[config.mk]
export PLATFORM = sky130hd
export DESIGN_NAME = fat12_geometry_from_size
export DESIGN_NICKNAME = d
export VERILOG_FILES = /design/src/design/fat12_pkg.sv /design/src/design/fat12_mul.sv /design/src/design/fat12_clu.sv /design/src/design/fat12_geometry_from_size.sv
export VERILOG_INCLUDE_DIRS = /design/src /design/src/design
export SDC_FILE = /design/constraint.sdc
export NUM_CORES = 1
export LEC_CHECK = 0
export BUFFER_PORTS_ARGS = -buffer_cell sky130_fd_sc_hd__buf_4
export CAP_MARGIN = 25
export CORE_MARGIN = 3
export CORE_UTILIZATION = 40
export CTS_BUF_LIST = sky130_fd_sc_hd__clkbuf_16
export CTS_CLUSTER_DIAMETER = 120
export DETAILED_ROUTE_END_ITERATION = 7
export PLACE_DENSITY_LB_ADDON = 0.08
export SLEW_MARGIN = 20
export SYNTH_ARGS = -nofsm -noshare
export SYNTH_HDL_FRONTEND = slang
export SYNTH_HIERARCHICAL = 1
export SYNTH_SLANG_ARGS = --single-unit
[constraint.sdc]
create_clock -name clk -period 8.65 [get_ports clk]
set_input_delay 0.4325 -clock clk [delete_from_list [all_inputs] [get_ports clk]]
set_output_delay 0.4325 -clock clk [all_outputs]
set_load 0.005 [all_outputs]
[src/design/fat12_geometry_from_size_macros.svh]
// Assertion macros shared by the geometry block.
// Each macro takes a label, a condition and an expectation, and reports by $error.
`ifndef FAT12_GEOMETRY_FROM_SIZE_MACROS_SVH
`define FAT12_GEOMETRY_FROM_SIZE_MACROS_SVH

// The expectation holds in the same cycle as the condition.
`define FAT12_ASSERT_NOW(label, cond, expect_expr, msg) \
  label: assert property (@(posedge clk) disable iff (!rst_n) \
    (cond) |-> (expect_expr)) else $error(msg);

// The expectation holds in the cycle after the condition.
`define FAT12_ASSERT_NEXT(label, cond, expect_expr, msg) \
  label: assert property (@(posedge clk) disable iff (!rst_n) \
    (cond) |=> (expect_expr)) else $error(msg);

`endif

[src/design/fat12_pkg.sv]
`timescale 1ns / 1ps
`default_nettype none
package fat12_pkg;

  localparam logic [22:0] BIG_VOLUME_SECTORS = 23'd8192;
  localparam logic [22:0] MID_VOLUME_SECTORS = 23'd1024;
  localparam logic [31:0] LARGE_ROOT_BYTES   = 32'h0008_C000;
  localparam logic [9:0]  SMALL_ROOT_ENTRIES = 10'd32;
  localparam logic [9:0]  LARGE_ROOT_ENTRIES = 10'd512;
  localparam logic [22:0] SECTOR_ROUND       = 23'd511;

  localparam logic [3:0]  CLUSTER_ONE   = 4'd1;
  localparam logic [3:0]  CLUSTER_FOUR  = 4'd4;
  localparam logic [3:0]  CLUSTER_EIGHT = 4'd8;

  typedef enum logic [2:0] {
    ST_IDLE,
    ST_M1,
    ST_C1,
    ST_C2,
    ST_CF,
    ST_CLU,
    ST_FAT
  } state_t;

  typedef struct packed {
    logic [7:0]  a;
    logic [15:0] b;
  } mul_req_t;

endpackage
`default_nettype wire

[src/design/fat12_mul.sv]
`timescale 1ns / 1ps
`default_nettype none
module fat12_mul (
  input  wire logic              clk,
  input  wire fat12_pkg::mul_req_t req,
  output logic [23:0]            prod_r
);
  import fat12_pkg::*;

  logic [23:0] prod_nxt;

  // Shared 8x16 multiplier; the product is registered every cycle.
  assign prod_nxt = {16'd0, req.a} * {8'd0, req.b};

  always_ff @(posedge clk) begin
    prod_r <= prod_nxt;
  end

endmodule
`default_nettype wire

[src/design/fat12_clu.sv]
`timescale 1ns / 1ps
`default_nettype none
module fat12_clu (
  input  wire logic [22:0] count,
  output logic [3:0]       per_cluster,
  output logic [20:0]      half_clusters
);
  import fat12_pkg::*;

  logic [23:0] sum8;
  logic [23:0] sum4;
  logic [20:0] clusters;
  logic [21:0] half_sum;

  assign sum8 = {1'b0, count} + 24'd7;
  assign sum4 = {1'b0, count} + 24'd3;

  always_comb begin
    if (count > BIG_VOLUME_SECTORS) begin
      per_cluster = CLUSTER_EIGHT;
      clusters    = sum8[23:3];
    end else if (count > MID_VOLUME_SECTORS) begin
      per_cluster = CLUSTER_FOUR;
      clusters    = sum4[22:2];
    end else begin
      per_cluster = CLUSTER_ONE;
      clusters    = count[20:0];
    end
  end

  // Two 12-bit entries share three bytes, so round the cluster count up to pairs.
  assign half_sum      = {1'b0, clusters} + 22'd1;
  assign half_clusters = half_sum[21:1];

endmodule
`default_nettype wire

[src/design/fat12_geometry_from_size.sv]
// Each geometry growth step runs through states M1, C1 and C2, and a beat ends
// with the CF, CLU and FAT states; a beat takes at most 202 growth steps.
// Only one beat is in flight at a time; the shared multiplier's search loop sets the rate.
// A finished result waits in the output register while the next beat is accepted.
// Reset (rst_n low, synchronous) returns the sequencer to idle and drops out_valid.
`timescale 1ns / 1ps
`default_nettype none
`include "fat12_geometry_from_size_macros.svh"
module fat12_geometry_from_size (
  input  wire logic        clk,
  input  wire logic        rst_n,
  input  wire logic        in_valid,
  output logic             in_stall,
  input  wire logic [31:0] in_image_bytes,
  output logic             out_valid,
  input  wire logic        out_stall,
  output logic [22:0]      out_total_sectors,
  output logic [7:0]       out_track_sectors,
  output logic [7:0]       out_head_count,
  output logic [3:0]       out_cluster_sectors,
  output logic [12:0]      out_table_sectors,
  output logic [9:0]       out_root_dir_entries
);
  import fat12_pkg::*;

  // Sequencer state and the running geometry.
  state_t      state_r, state_nxt;
  logic [22:0] limit_r, limit_nxt;
  logic        small_root_r, small_root_nxt;
  logic [7:0]  spt_r, spt_nxt;
  logic [7:0]  h_r, h_nxt;
  logic [15:0] hsq_r, hsq_nxt;   // h_r squared
  logic [15:0] sq_r, sq_nxt;     // (h_r + 1) squared while a head step is tried
  logic [22:0] count_r, count_nxt;
  logic [3:0]  per_r, per_nxt;
  logic [20:0] half_r, half_nxt;

  // Output register.
  logic        out_valid_r, out_valid_nxt;
  logic [22:0] o_total_r, o_total_nxt;
  logic [7:0]  o_spt_r, o_spt_nxt;
  logic [7:0]  o_heads_r, o_heads_nxt;
  logic [3:0]  o_per_r, o_per_nxt;
  logic [12:0] o_fat_r, o_fat_nxt;
  logic [9:0]  o_root_r, o_root_nxt;

  mul_req_t    mul_req;
  logic [23:0] prod_r;
  logic        fits;
  logic [3:0]  clu_per;
  logic [20:0] clu_half;
  logic [22:0] fat_bytes;
  logic [22:0] fat_round;
  logic        load;

  fat12_mul u_mul (
    .clk    (clk),
    .req    (mul_req),
    .prod_r (prod_r)
  );

  fat12_clu u_clu (
    .count         (count_r),
    .per_cluster   (clu_per),
    .half_clusters (clu_half)
  );

  // Every compare state checks the product that the multiplier just registered.
  assign fits = (prod_r <= {1'b0, limit_r});

  // FAT bytes are three per pair of clusters, rounded up to whole sectors.
  assign fat_bytes = {1'b0, half_r, 1'b0} + {2'b00, half_r};
  assign fat_round = fat_bytes + SECTOR_ROUND;

  assign in_stall = (state_r != ST_IDLE);
  assign load     = (state_r == ST_FAT) && (!out_valid_r || !out_stall);

  always_ff @(posedge clk) begin
    if (!rst_n) begin
      state_r     <= ST_IDLE;
      out_valid_r <= 1'b0;
    end else begin
      state_r     <= state_nxt;
      out_valid_r <= out_valid_nxt;
    end
  end

  always_ff @(posedge clk) begin
    limit_r      <= limit_nxt;
    small_root_r <= small_root_nxt;
    spt_r        <= spt_nxt;
    h_r          <= h_nxt;
    hsq_r        <= hsq_nxt;
    sq_r         <= sq_nxt;
    count_r      <= count_nxt;
    per_r        <= per_nxt;
    half_r       <= half_nxt;
    o_total_r    <= o_total_nxt;
    o_spt_r      <= o_spt_nxt;
    o_heads_r    <= o_heads_nxt;
    o_per_r      <= o_per_nxt;
    o_fat_r      <= o_fat_nxt;
    o_root_r     <= o_root_nxt;
  end

  always_comb begin
    state_nxt      = state_r;
    limit_nxt      = limit_r;
    small_root_nxt = small_root_r;
    spt_nxt        = spt_r;
    h_nxt          = h_r;
    hsq_nxt        = hsq_r;
    sq_nxt         = sq_r;
    count_nxt      = count_r;
    per_nxt        = per_r;
    half_nxt       = half_r;
    o_total_nxt    = o_total_r;
    o_spt_nxt      = o_spt_r;
    o_heads_nxt    = o_heads_r;
    o_per_nxt      = o_per_r;
    o_fat_nxt      = o_fat_r;
    o_root_nxt     = o_root_r;
    mul_req        = '{a: 8'd0, b: 16'd0};
    out_valid_nxt  = out_valid_r && out_stall;

    case (state_r)
      ST_IDLE: begin
        // Accept a beat and start squaring the next head count, which is two.
        if (in_valid) begin
          limit_nxt      = in_image_bytes[31:9];
          small_root_nxt = (in_image_bytes < LARGE_ROOT_BYTES);
          spt_nxt        = 8'd1;
          h_nxt          = 8'd1;
          hsq_nxt        = 16'd1;
          count_nxt      = 23'd1;
          mul_req        = '{a: 8'd2, b: 16'd2};
          state_nxt      = ST_M1;
        end
      end
      ST_M1: begin
        // The square of the next head count is ready; scale it by the track size.
        sq_nxt    = prod_r[15:0];
        mul_req   = '{a: spt_r, b: prod_r[15:0]};
        state_nxt = ST_C1;
      end
      ST_C1: begin
        // A head step that fits also bumps the track size; that bigger track
        // size stays even when its own product turns out too large.
        if (fits) begin
          h_nxt     = h_r + 8'd1;
          spt_nxt   = spt_r + 8'd1;
          hsq_nxt   = sq_r;
          count_nxt = prod_r[22:0];
          mul_req   = '{a: spt_r + 8'd1, b: sq_r};
          state_nxt = ST_C2;
        end else begin
          mul_req   = '{a: spt_r + 8'd1, b: hsq_r};
          state_nxt = ST_CF;
        end
      end
      ST_C2: begin
        if (fits) begin
          count_nxt = prod_r[22:0];
          mul_req   = '{a: h_r + 8'd1, b: {8'd0, h_r + 8'd1}};
          state_nxt = ST_M1;
        end else begin
          mul_req   = '{a: spt_r + 8'd1, b: hsq_r};
          state_nxt = ST_CF;
        end
      end
      ST_CF: begin
        // Last try: one more sector per track at the final head count.
        if (fits) begin
          spt_nxt   = spt_r + 8'd1;
          count_nxt = prod_r[22:0];
        end
        state_nxt = ST_CLU;
      end
      ST_CLU: begin
        per_nxt   = clu_per;
        half_nxt  = clu_half;
        state_nxt = ST_FAT;
      end
      ST_FAT: begin
        // Hold here while the previous result still waits to be taken.
        if (load) begin
          o_total_nxt   = count_r;
          o_spt_nxt     = spt_r;
          o_heads_nxt   = h_r;
          o_per_nxt     = per_r;
          o_fat_nxt     = fat_round[21:9];
          o_root_nxt    = small_root_r ? SMALL_ROOT_ENTRIES : LARGE_ROOT_ENTRIES;
          out_valid_nxt = 1'b1;
          state_nxt     = ST_IDLE;
        end
      end
      default: begin
        state_nxt = ST_IDLE;
      end
    endcase
  end

  assign out_valid            = out_valid_r;
  assign out_total_sectors    = o_total_r;
  assign out_track_sectors    = o_spt_r;
  assign out_head_count       = o_heads_r;
  assign out_cluster_sectors  = o_per_r;
  assign out_table_sectors    = o_fat_r;
  assign out_root_dir_entries = o_root_r;

  `FAT12_ASSERT_NEXT(a_accept_starts, in_valid && !in_stall, state_r == ST_M1, "accept did not start search")
  `FAT12_ASSERT_NEXT(a_head_step, (state_r == ST_C1) && fits, h_r == $past(h_r) + 8'd1, "head step lost")
  `FAT12_ASSERT_NOW(a_cluster_code, out_valid, (out_cluster_sectors == CLUSTER_ONE) || (out_cluster_sectors == CLUSTER_FOUR) || (out_cluster_sectors == CLUSTER_EIGHT), "bad cluster size")
  `FAT12_ASSERT_NOW(a_geometry_nonzero, out_valid, (out_track_sectors != 8'd0) && (out_head_count != 8'd0), "zero geometry")

endmodule
`default_nettype wire
# [Yosys cells after proc, flatten, opt, wreduce, memory -nomap -nowiden]
# Index checks and enable logic that the tools add are counted.
[op_classes] multipliers=1 n_shift=0 n_lt_le_gt_ge=4 bitwise=0 n_eq_ne=11 mux=26 reduce_logical=18 div=0 add_sub_neg=7
[op_table] operator="$pmux 24 s4" count=1
[op_table] operator="$mux 16" count=3
[op_table] operator="$mux 23" count=2
[op_table] operator="$pmux 23 s2" count=1
[op_table] operator="$mux 21" count=2
[op_table] operator="$lt 32x20->1 const B" count=1
[op_table] operator="$pmux 16 s2" count=1
[op_table] operator="$pmux 8 s2" count=2
[op_table] operator="$add 23x3->24 const B" count=1
[op_table] operator="$le 24x23->1" count=1
[op_table] operator="$mul 8x16->24" count=1
[op_table] operator="$mux 24" count=1
[op_table] operator="$mux 8" count=3
[op_table] operator="$add 23x2->23 const B" count=1
[op_table] operator="$gt 23x11->1 const B" count=1
[op_table] operator="$gt 23x14->1 const B" count=1
[op_table] operator="$add 21x1->22 const B" count=1
[op_table] operator="$add 22x21->22" count=1
[op_table] operator="$add 22x9->22 const B" count=1
[op_table] operator="$pmux 3 s7" count=1
[op_table] operator="$mux 18" count=1
[op_table] operator="$add 8x1->8 const B" count=2
[op_table] operator="$mux 3" count=5
[op_table] operator="$mux 10" count=1
[op_table] operator="other kinds (16)" count=31
[word_totals] ramBits=0 latch_bits=0 reg_bits=214 memories=0 rom_bits=0 word_cells=85 out_inout_bits=68

# [Longest topological paths before layout]
# Gate-level depths: netlist of run 1.
[depth] ltp_word=5 ltp_mapped=27 mapped_depth_nobuf=25

# [Hierarchy]
# Netlist of run 1, hierarchy kept.
[modules_own_cells] mod="fat12_geometry_from_size" cells_per_inst=688 seq_area_each_um2=5425.2 instances=1 area_per_inst_um2=8750.9
[modules_own_cells] mod="fat12_mul" cells_per_inst=505 seq_area_each_um2=480.5 instances=1 area_per_inst_um2=4589.4
[modules_own_cells] mod="fat12_clu" cells_per_inst=198 seq_area_each_um2=0.0 instances=1 area_per_inst_um2=1362.6

# [Worst setup path before layout of run 1]
# No wires, ideal clock.
[synth_timing] kind="register to register" from="register limit_r[1]" to="register u_mul.prod_r[23]" setup_ps=72 synth_period_minus_slack_ps=6228 t_arrival_ps=6156 stages_incl_launch_ff=25 t_required_ps=8578 n_path_buf=1 setup_slack_ps=2422 path_cell_list="edfxtp_1 > inv_1 > ha_1 > nor2b_1 > o211ai_1 > a21oi_1 > o311a_1 > o21ai_2 > mux2_2 > o22ai_1 > clkbuf_1 > and2_1 > fa_1 > fa_1 > fa_1 > inv_1 > fa_1 > inv_1 > ha_1 > and3_4 > and3_1 > a211o_1 > a21o_4 > a31oi_4 > xnor2_1"
[synth_rtl] item="start: declaration" line_no="fat12_geometry_from_size.sv:28" source="logic [22:0] limit_r, limit_nxt;"
[synth_rtl] item="start signal: assignment" line_no="fat12_geometry_from_size.sv:89" source="limit_r <= limit_nxt;"
[synth_rtl] item="end signal: assignment" line_no="fat12_mul.sv:16" source="prod_r <= prod_nxt;"
[synth_rtl] item="end: declaration" line_no="fat12_mul.sv:6" source="output logic [23:0] prod_r"

==> metrics.csv, run 1 <==
metric;value;unit
switching power of the nets;1.06;mW
commonest non-fill, non-tap cells in the layout;edfxtp_1 (178), inv_1 (167), and2_1 (146);
Sinks on Clock Net;206;
run status;finished clean;
final standard cell count with taps included and fillers excluded;1963;
relative contribution of combinational cells to total power;25.7;%
final net count;1710;
ant diodes;0;
Buffers on Ports;86;
max frequency;131;MHz
site row count;69;
final worst slack;1.00;ns
Fin. Hold Viols;0;
slew at the pin closest to its max-slew limit;0.952;ns
Static Leakage;7.10;nW
accumulated negative setup slack;0;ns
number of violations reported at the end of detailed-routing iteration 0;600;
Starting Density;40.9;%
number of resized instances in the post-cts repair step;0;
top-level port count;104;
Worst Setup Start Kind;register;
proportion of total power due to net switching;33.4;%
clock latency on the worst-skew pair;0.54;ns
# H-tree levels;1;
total routing resource utilization after global routing;17.8;%
Rel. slew slack;36.5;%
total core area;0.0359;mm²
buffer levels on the longest clock path;3;
class of the tightest hold or removal check;in2reg;
clock transition time at the flip-flop clock pins of the worst setup and hold paths;0.05;ns
area of the die;0.0391;mm²
post-route clock skew;0.0197;ns
number of cells in the design after placement;1915;
post-synthesis cell count;1391;
first-pass GRT wire length;55.8;mm
final number of max-transition violations;0;
count of unique library cells instantiated by Yosys;86;
CP Class;reg2reg;
number of register bits inferred by synthesis;206;
gr ovfl total;0;
via count of the first global-routing pass;10100;
final setup vio count;0;
ratio of final minimum period to clock period;88.4;%
Clk pwr share;31.9;%
antenna violation net count after detailed routing;0;
pin count of the biggest net entering global routing;51;
share of final-layout standard cells stronger than drive strength 1;13.4;%
RSZ-0062 raised after global routing;false;
number of enable flip-flop cells after synthesis;178;
last weighted congestion value of the routability-driven placer;0.819;
pre-CTS setup slack;1.04;ns
max capacitance violation total;0;
Die Span Y;198;µm
average routed wire per standard cell;17.8;µm
Reg power frac;42.4;%
number of buffers added by the clock tree synthesis step;26;
TritonRoute pass-1 iters;5;
VDD IR max;126;µV
Arr. time, crit path;8.11;ns
commonest non-fill, non-tap cell in the layout;edfxtp_1;
CP required;9.11;ns
DR vias;10300;
Post-Synthesis Cell Area;0.0147;mm²
share of flip-flops with an asynchronous set or reset;0;%
average instance area after synthesis;10.6;µm²
# hold bufs at CTS;0;
setup bufs post-CTS;0;
cell-internal power;2.12;mW
DRC viols;0;
placed wire-length estimate;26.8;mm
cell at the root of the clock tree;clkbuf_16;
clock tree from TritonCTS;done;
Area Overhead vs Synth;13.9;%
total power divided by cell area;190;mW/mm²
number of fill cells in the layout;3457;
biggest fanout along the worst timing path;17;
DIE WIDTH;198;µm
most instantiated flip-flop cell in the synthesis netlist;edfxtp_1;
sequential-to-total area share from yosys stat;40.2;%
initial antenna violation count;0;
footprint of the multi-input gates;0.00801;mm²
Detailed Route WL;34.9;mm
sort of element at the end of the critical path;register;
clock period minus final worst setup slack;7.65;ns
post-detailed-route via-to-cell ratio;5.24;
Synthesis Warnings;6;
worst slack on hold paths;0.0715;ns
footprint of the flip-flops and latches;0.00591;mm²
[sequential cells by signal, indices dropped and copies added (netlist names), 13 cells and up]
name and flops:
count_r 23, hsq_r 16, limit_r 23, half_r 21, out_total_sectors 23, sq_r 16
u_mul/prod_r 24, out_table_sectors 13
[worst paths after layout]
kind / cells past startpoint / slack [ns] / endpoint / start
worst min-delay path: 1 / 0.07 / limit_r[4] / in_image_bytes[13]
worst max register to register: 23 / 1.00 / u_mul/prod_r[20] / limit_r[21]
worst min register to register: 0 / 0.42 / out_cluster_sectors[1] / per_r[1]
worst max-delay path: 23 / 1.00 / u_mul/prod_r[20] / limit_r[21]
[worst max-delay path, cell delays in order (launching register included)]
cell	delay, ns
edfxtp_1	0.35
inv_1	0.07
ha_1	0.24
a21o_1	0.16
a211oi_1	0.37
nand4_1	0.48
o21ai_2	0.92
mux2i_1	0.29
a221o_1	0.62
nand2_1	0.16
fa_1	0.50
fa_1	0.49
inv_1	0.06
fa_1	0.53
inv_1	0.05
fa_1	0.52
inv_1	0.04
ha_1	0.36
a21oi_1	0.28
nand2_1	0.13
o2111ai_1	0.27
nand4_1	0.18
a311oi_2	0.27
xnor2_1	0.17
[logic make-up (layout without fill, tap and decap cells)]
family	Yosys count	after routing	share of synthesized area, %
AND/OR/NAND/NOR	483	483	17.5
buffers and inverters	217	320	5.97
flip-flops	206	206	40.2
AO/OA/AOI/OAI	199	199	10.1
adder cells (fa/ha/maj)	192	192	20.6
XOR/XNOR	81	81	4.83
multiplexers	11	11	0.774
other	2	10	0.0511
[final cells by class]
type	count	area share [%]
multi-input cells	976	47.9
repair buffers	109	4.89
inverters	163	3.65
clock buffers	28	4.18
flip-flops and latches	206	35.3
clock inverters	20	0.710
well taps	461	3.44
[power groups by stage]
stage	logic [mW]	clock network (mW)	registers, mW
after CTS	0.827	1.05	1.35
after detailed placement	0.821	0	1.37
after floorplan	0.614	0	1.30
after global placement	0.811	0	1.37
final	0.818	1.02	1.35
after global routing	0.931	1.09	1.37
[through the flow]
step	instance area [µm²]	total power [mW]	utilization, %
2_1_floorplan	14700	1.91	-
3_3_place_gp	15900	2.19	44.3
3_5_place_dp	15900	2.19	44.3
4_1_cts	16700	3.23	46.6
5_1_grt	16700	3.38	46.6
6_report	16700	3.18	46.6
[Yosys cell counts, types with 6 or more instances]
master	instances	area share, %
inv_1	163	4.2
nand2_1	105	2.7
and3_1	13	0.55
nor2_1	70	1.8
a31oi_1	8	0.34
or3_1	6	0.26
o211ai_1	9	0.46
clkbuf_1	31	0.79
o21ai_0	26	0.88
ha_1	108	9.2
nor3_1	31	1.1
a21oi_1	60	2.0
a221oi_2	7	0.71
a21o_1	12	0.61
nand4_1	16	0.68
edfxtp_1	178	36
o21a_1	7	0.36
fa_1	84	11
xor2_1	26	1.5
nand2b_1	9	0.38
buf_2	8	0.27
dfxtp_1	28	3.8
nand3_1	40	1.4
mux2i_1	8	0.54
and2_1	146	6.2
nor2b_1	10	0.43
nor4_1	7	0.30
buf_4	12	0.61
xnor2_1	55	3.3
[layer usage]
| metal | routed length, µm | vias up | track usage [%] | share of wire [%] |
|---|---|---|---|---|
| met5 | 0 | - | 0 | 0 |
| met4 | 741 | 0 | 4.80 | 2.1 |
| met3 | 1230 | 47 | 2.04 | 3.5 |
| met2 | 16000 | 219 | 28.2 | 46 |
| met1 | 16900 | 5053 | 26.2 | 49 |
| li1 | - | 4968 | - | - |
Power figures use the tool's default switching activity.
==> run 2: changes to the inputs <==
--- a/config.mk
+++ b/config.mk
@@ -9,7 +9,7 @@
 export BUFFER_PORTS_ARGS = -buffer_cell sky130_fd_sc_hd__buf_4
 export CAP_MARGIN = 25
 export CORE_MARGIN = 3
-export CORE_UTILIZATION = 40
+export CORE_UTILIZATION = 55
 export CTS_BUF_LIST = sky130_fd_sc_hd__clkbuf_16
 export CTS_CLUSTER_DIAMETER = 120
 export DETAILED_ROUTE_END_ITERATION = 7
==> run 2 against run 1 <==
Compared with the run above:
- via count grew 1.2%
- first-iteration DRC count is 0.33% lower
- highest routed layer unchanged
- cell area is 1.5% lower
- core utilization is 16 points higher
==> metrics.csv, run 2 (synthesized netlist as in run 1, its figures left out) <==
metric;value;unit;change
Rel. slew slack;39.2;%;+2.7 points
clock latency on the worst-skew pair;0.52;ns;-0.02 ns
pre-CTS setup slack;1.39;ns;+0.345 ns
number of fill cells in the layout;2168;;-37%
ratio of final minimum period to clock period;84.5;%;-3.9 points
max capacitance violation total;0;;unchanged
VDD IR max;131;µV;+4.5%
share of final-layout standard cells stronger than drive strength 1;12.6;%;-0.86 points
number of resized instances in the post-cts repair step;0;;unchanged
area of all placed cells without fillers;0.0165;mm²;-1.5%
sort of element at the end of the critical path;register;;
Area Overhead vs Synth;12.2;%;
average routed wire per standard cell;17.6;µm;-1.1%
Total Power Consumption;3.13;mW;-1.8%
# hold bufs at CTS;0;;unchanged
Sinks on Clock Net;206;;unchanged
startpoint of the lowest-slack hold path;in_image_bytes[21];;
run status;finished clean;;
flip-flop count of the largest register, all copies and words added;24;;unchanged
Fin. Hold Viols;0;;unchanged
biggest fanout along the worst timing path;16;;-1
placed wire-length estimate;24.3;mm;-9.2%
reg2reg path depth;24;;+4.3%
clock period minus final worst setup slack;7.31;ns;-0.341 ns
Detailed Route WL;32.1;mm;-7.9%
final standard cell count with taps included and fillers excluded;1828;;-6.9%
worst slack on hold paths;0.0928;ns;+0.0213 ns
clock tree from TritonCTS;done;;
worst hold path depth;1;;unchanged
pin count of the biggest net entering global routing;59;;+16%
worst reg2reg startpoint;limit_r[18];;
buffer levels on the longest clock path;3;;unchanged
Crit Reg-Reg Endpoint;u_mul/prod_r[18];;
CP required;9.09;ns;-0.02 ns
Arr. time, crit path;7.74;ns;-0.37 ns
worst reg-to-reg setup slack;1.34;ns;+0.34 ns
gr ovfl total;0;;unchanged
final setup vio count;0;;unchanged
max frequency;137;MHz;+4.7%
post-detailed-placement cell area;0.0157;mm²;-1.2%
Static Leakage;7.04;nW;-0.75%
post-route clock skew;0.0205;ns;+0.000800 ns
TritonRoute pass-1 iters;4;;-1
final core occ;63.1;%;+16 points
DRC viols;0;;unchanged
DIE WIDTH;170;µm;-14%
post-detailed-route via-to-cell ratio;5.69;;+8.7%
area of the die;0.0287;mm²;-27%
final net count;1704;;-0.35%
via count of the first global-routing pass;10400;;+3.0%
footprint of the multi-input gates;0.00799;mm²;-0.25%
ant diodes;0;;unchanged
site row count;59;;-14%
final worst slack;1.34;ns;+0.341 ns
final number of max-transition violations;0;;unchanged
RSZ-0062 raised after global routing;false;;
Hold EP;limit_r[12];;
Worst Setup Start Kind;register;;
accumulated negative setup slack;0;ns;unchanged
# H-tree levels;1;;unchanged
commonest non-fill, non-tap cell in the layout;edfxtp_1;;
total core area;0.0261;mm²;-27%
slew at the pin closest to its max-slew limit;0.907;ns;-0.0446 ns
register ranked first by flip-flop count;u_mul/prod_r;;
DR vias;10400;;+1.2%
Starting Density;56.3;%;+15 points
number of cells in the design after placement;1785;;-6.8%
number of buffers added by the clock tree synthesis step;23;;-12%
top-level port count;104;;unchanged
CP Class;reg2reg;;
clock transition time at the flip-flop clock pins of the worst setup and hold paths;0.06;ns;about the same
total power divided by cell area;190;mW/mm²;-0.27%
Buffers on Ports;86;;unchanged
footprint of the flip-flops and latches;0.00591;mm²;unchanged
class of the tightest hold or removal check;in2reg;;
commonest non-fill, non-tap cells in the layout;edfxtp_1 (178), inv_1 (167), and2_1 (146);;
antenna violation net count after detailed routing;0;;unchanged
initial antenna violation count;0;;unchanged
total routing resource utilization after global routing;22.8;%;+4.9 points
Die Span Y;170;µm;-14%
setup bufs post-CTS;0;;unchanged
first-pass GRT wire length;53.3;mm;-4.5%
last weighted congestion value of the routability-driven placer;0.889;;+8.5%
number of violations reported at the end of detailed-routing iteration 0;598;;-0.33%
cell at the root of the clock tree;clkbuf_16;;
## run 2: report_power, final
group	switching (mW)	internal, mW
Clock	0.402	0.579
Combinational	0.505	0.305
Sequential	0.113	1.22
## run 2: routing by layer
metal  vias up  part of all wire, %  global-route usage, %
met1      5108                   46                   33.1
met2       281                   46                   36.8
met3        52                  5.0                   2.70
met4         0                  2.4                   5.94
li1       4969                    -                      -
met5         -                    0                      0
## run 2: critical path: stages, from the launching register on
cell       delay [ns]
edfxtp_1         0.32
inv_1            0.05
ha_1             0.30
nand4_1          0.20
nor3_1           0.47
nand2_1          0.12
and4_1           0.25
a21oi_2          0.68
o221ai_1         0.25
a32o_1           0.47
nand2_1          0.17
fa_1             0.45
fa_1             0.57
inv_1            0.07
fa_1             0.53
inv_1            0.05
fa_1             0.53
inv_1            0.04
ha_1             0.36
a21oi_1          0.26
nand2_1          0.11
o2111ai_1        0.31
a31oi_1          0.23
a31oi_1          0.24
xnor2_1          0.16
## run 2: how the worst max path moves through the flow
stage,start,endpoint,depth (start not counted)
floorplan,limit_r[1],u_mul/prod_r[23],24
global placement,limit_r[21],u_mul/prod_r[22],25
detailed placement,limit_r[19],u_mul/prod_r[22],25
CTS,limit_r[18],u_mul/prod_r[22],25
global route,limit_r[18],u_mul/prod_r[22],25
finish,limit_r[18],u_mul/prod_r[18],24
## run 2: area by class of cell
cell class	count	area share, %
Clock inverter	19	1.14
Timing Repair Buffer	106	4.85
Sequential cell	206	35.8
Tap cell	335	2.54
Multi-Input combinational cell	976	48.5
Inverter	163	3.71
Clock buffer	23	3.49
==> run 3: changes to the inputs <==
==> constraint.sdc (replaced) <==
create_clock -name clk -period 7.24 [get_ports clk]
set_input_delay 0.362 -clock clk [delete_from_list [all_inputs] [get_ports clk]]
set_output_delay 0.362 -clock clk [all_outputs]
set_load 0.005 [all_outputs]
==> run 3 against run 2 <==
Compared with the run above:
- combinational power up 25%
- critical path type unchanged
- clock skew up 0.0095 ns
- worst hold slack worse by 0.050 ns
- clock power up 35%
- core utilization up 2.0 points
- critical endpoint is now u_mul/prod_r[20]
==> metrics.csv, run 3 (synthesized netlist as in run 1, its figures left out) <==
metric;value;unit;change
run status;finished clean;;
clock period minus final worst setup slack;6.84;ns;-0.470 ns
cell at the root of the clock tree;clkbuf_16;;
biggest fanout along the worst timing path;13;;-3
Total Power Consumption;3.92;mW;+25%
DR vias;10600;;+1.7%
clock latency on the worst-skew pair;0.54;ns;+0.02 ns
TritonRoute pass-1 iters;5;;+1
number of violations reported at the end of detailed-routing iteration 0;735;;+23%
Rel. slew slack;42.9;%;+3.7 points
worst reg2reg startpoint;limit_r[1];;
post-detailed-route via-to-cell ratio;5.64;;-0.87%
launching element of the worst setup path;limit_r[1];;
average routed wire per standard cell;17.3;µm;-1.7%
buffer levels on the longest clock path;3;;unchanged
DRC viols;0;;unchanged
ant diodes;0;;unchanged
Sinks on Clock Net;206;;unchanged
top-level port count;104;;unchanged
# H-tree levels;1;;unchanged
total core area;0.0261;mm²;unchanged
Fin. Hold Viols;0;;unchanged
max capacitance violation total;0;;unchanged
Die Span Y;170;µm;unchanged
class of the tightest hold or removal check;in2reg;;
VDD IR max;246;µV;+87%
last weighted congestion value of the routability-driven placer;0.876;;-1.5%
final standard cell count with taps included and fillers excluded;1876;;+2.6%
worst slack on hold paths;0.0430;ns;-0.0498 ns
RSZ-0062 raised after global routing;false;;
Arr. time, crit path;7.27;ns;-0.47 ns
final core occ;65.1;%;+2.0 points
clock transition time at the flip-flop clock pins of the worst setup and hold paths;0.06;ns;about the same
final worst slack;0.403;ns;-0.940 ns
final number of max-transition violations;0;;unchanged
site row count;59;;unchanged
post-route clock skew;0.0300;ns;+0.00950 ns
accumulated negative setup slack;0;ns;unchanged
gr ovfl total;0;;unchanged
ratio of final minimum period to clock period;94.4;%;+10 points
placed wire-length estimate;24.6;mm;+1.3%
first-pass GRT wire length;54.0;mm;+1.2%
slew at the pin closest to its max-slew limit;0.855;ns;-0.0522 ns
sort of element at the end of the critical path;register;;
Detailed Route WL;32.4;mm;+0.91%
via count of the first global-routing pass;10500;;+1.3%
register ranked first by flip-flop count;u_mul/prod_r;;
final setup vio count;0;;unchanged
max frequency;146;MHz;+6.9%
commonest non-fill, non-tap cells in the layout;edfxtp_1 (178), inv_1 (166), and2_1 (146);;
number of cells in the design after placement;1808;;+1.3%
final net count;1751;;+2.8%
total power divided by cell area;230;mW/mm²;+22%
CP Class;reg2reg;;
pin count of the biggest net entering global routing;59;;unchanged
area of all placed cells without fillers;0.0170;mm²;+3.2%
Worst Setup Start Kind;register;;
post-detailed-placement cell area;0.0159;mm²;+1.1%
Buffers on Ports;86;;unchanged
startpoint of the lowest-slack hold path;in_image_bytes[18];;
antenna violation net count after detailed routing;0;;unchanged
total routing resource utilization after global routing;22.9;%;+0.12 points
CP required;7.67;ns;-1.42 ns
initial antenna violation count;0;;unchanged
Starting Density;56.3;%;unchanged
Static Leakage;7.32;nW;+3.9%
flip-flop count of the largest register, all copies and words added;24;;unchanged
commonest non-fill, non-tap cell in the layout;edfxtp_1;;
clock tree from TritonCTS;done;;
share of final-layout standard cells stronger than drive strength 1;14.1;%;+1.5 points
pre-CTS setup slack;0.355;ns;-1.03 ns
number of buffers added by the clock tree synthesis step;24;;+4.3%
area of the die;0.0287;mm²;unchanged
Area Overhead vs Synth;15.7;%;
DIE WIDTH;170;µm;unchanged
run 3: power by group:
part / switching [mW] / internal, mW
Clock: 0.493 / 0.822
Sequential: 0.137 / 1.46
Combinational: 0.606 / 0.399
Total: 1.24 / 2.68
run 3: routing by layer:
metal / global-route usage (%) / routed length, µm
met3: 2.63 / 1610
met5: 0 / 0
met2: 38.0 / 15200
met4: 4.45 / 470
met1: 33.1 / 15100
run 3: cell type report:
| type | instances | area (µm²) |
|---|---|---|
| fill | 2121 | 9120 |
| multi-input combinational | 976 | 8000 |
| sequential | 206 | 5910 |
| timing repair buffer | 152 | 1200 |
| inverter | 163 | 612 |
| clock buffer | 24 | 601 |
| tap | 335 | 419 |
| clock inverter | 20 | 274 |
run 3: worst max-delay path, stage by stage, from the launching register on:
cell and delay [ns]:
edfxtp_1 0.37, inv_1 0.08, ha_1 0.24, nor2b_1 0.14
o211ai_1 0.17, a21oi_1 0.13, o311ai_0 0.57, a21oi_2 0.24
buf_4 0.24, o211ai_1 0.54, nand2_1 0.14, fa_1 0.49
fa_1 0.55, inv_1 0.06, fa_1 0.54, inv_1 0.06
fa_1 0.53, inv_1 0.05, ha_1 0.36, a21oi_1 0.21
nand2_1 0.10, o2111ai_1 0.30, nand4_1 0.21, a311oi_2 0.27
xnor2_1 0.17
run 3: worst paths after layout:
kind | slack, ns | cells past startpoint | to
setup / recovery | 0.40 | 24 | u_mul/prod_r[20]
hold / removal | 0.04 | 1 | limit_r[9]
setup reg to reg | 0.40 | 24 | u_mul/prod_r[20]
hold reg to reg | 0.42 | 0 | out_cluster_sectors[2]
run 3: what timing repair did:
action                                  in CTS  in global routing
hold buffers                                22                  0
gates resized for setup                      0                  3
setup buffers                                0                  2
endpoints found under the hold margin       22                  0
endpoints found under the setup margin       0                  8
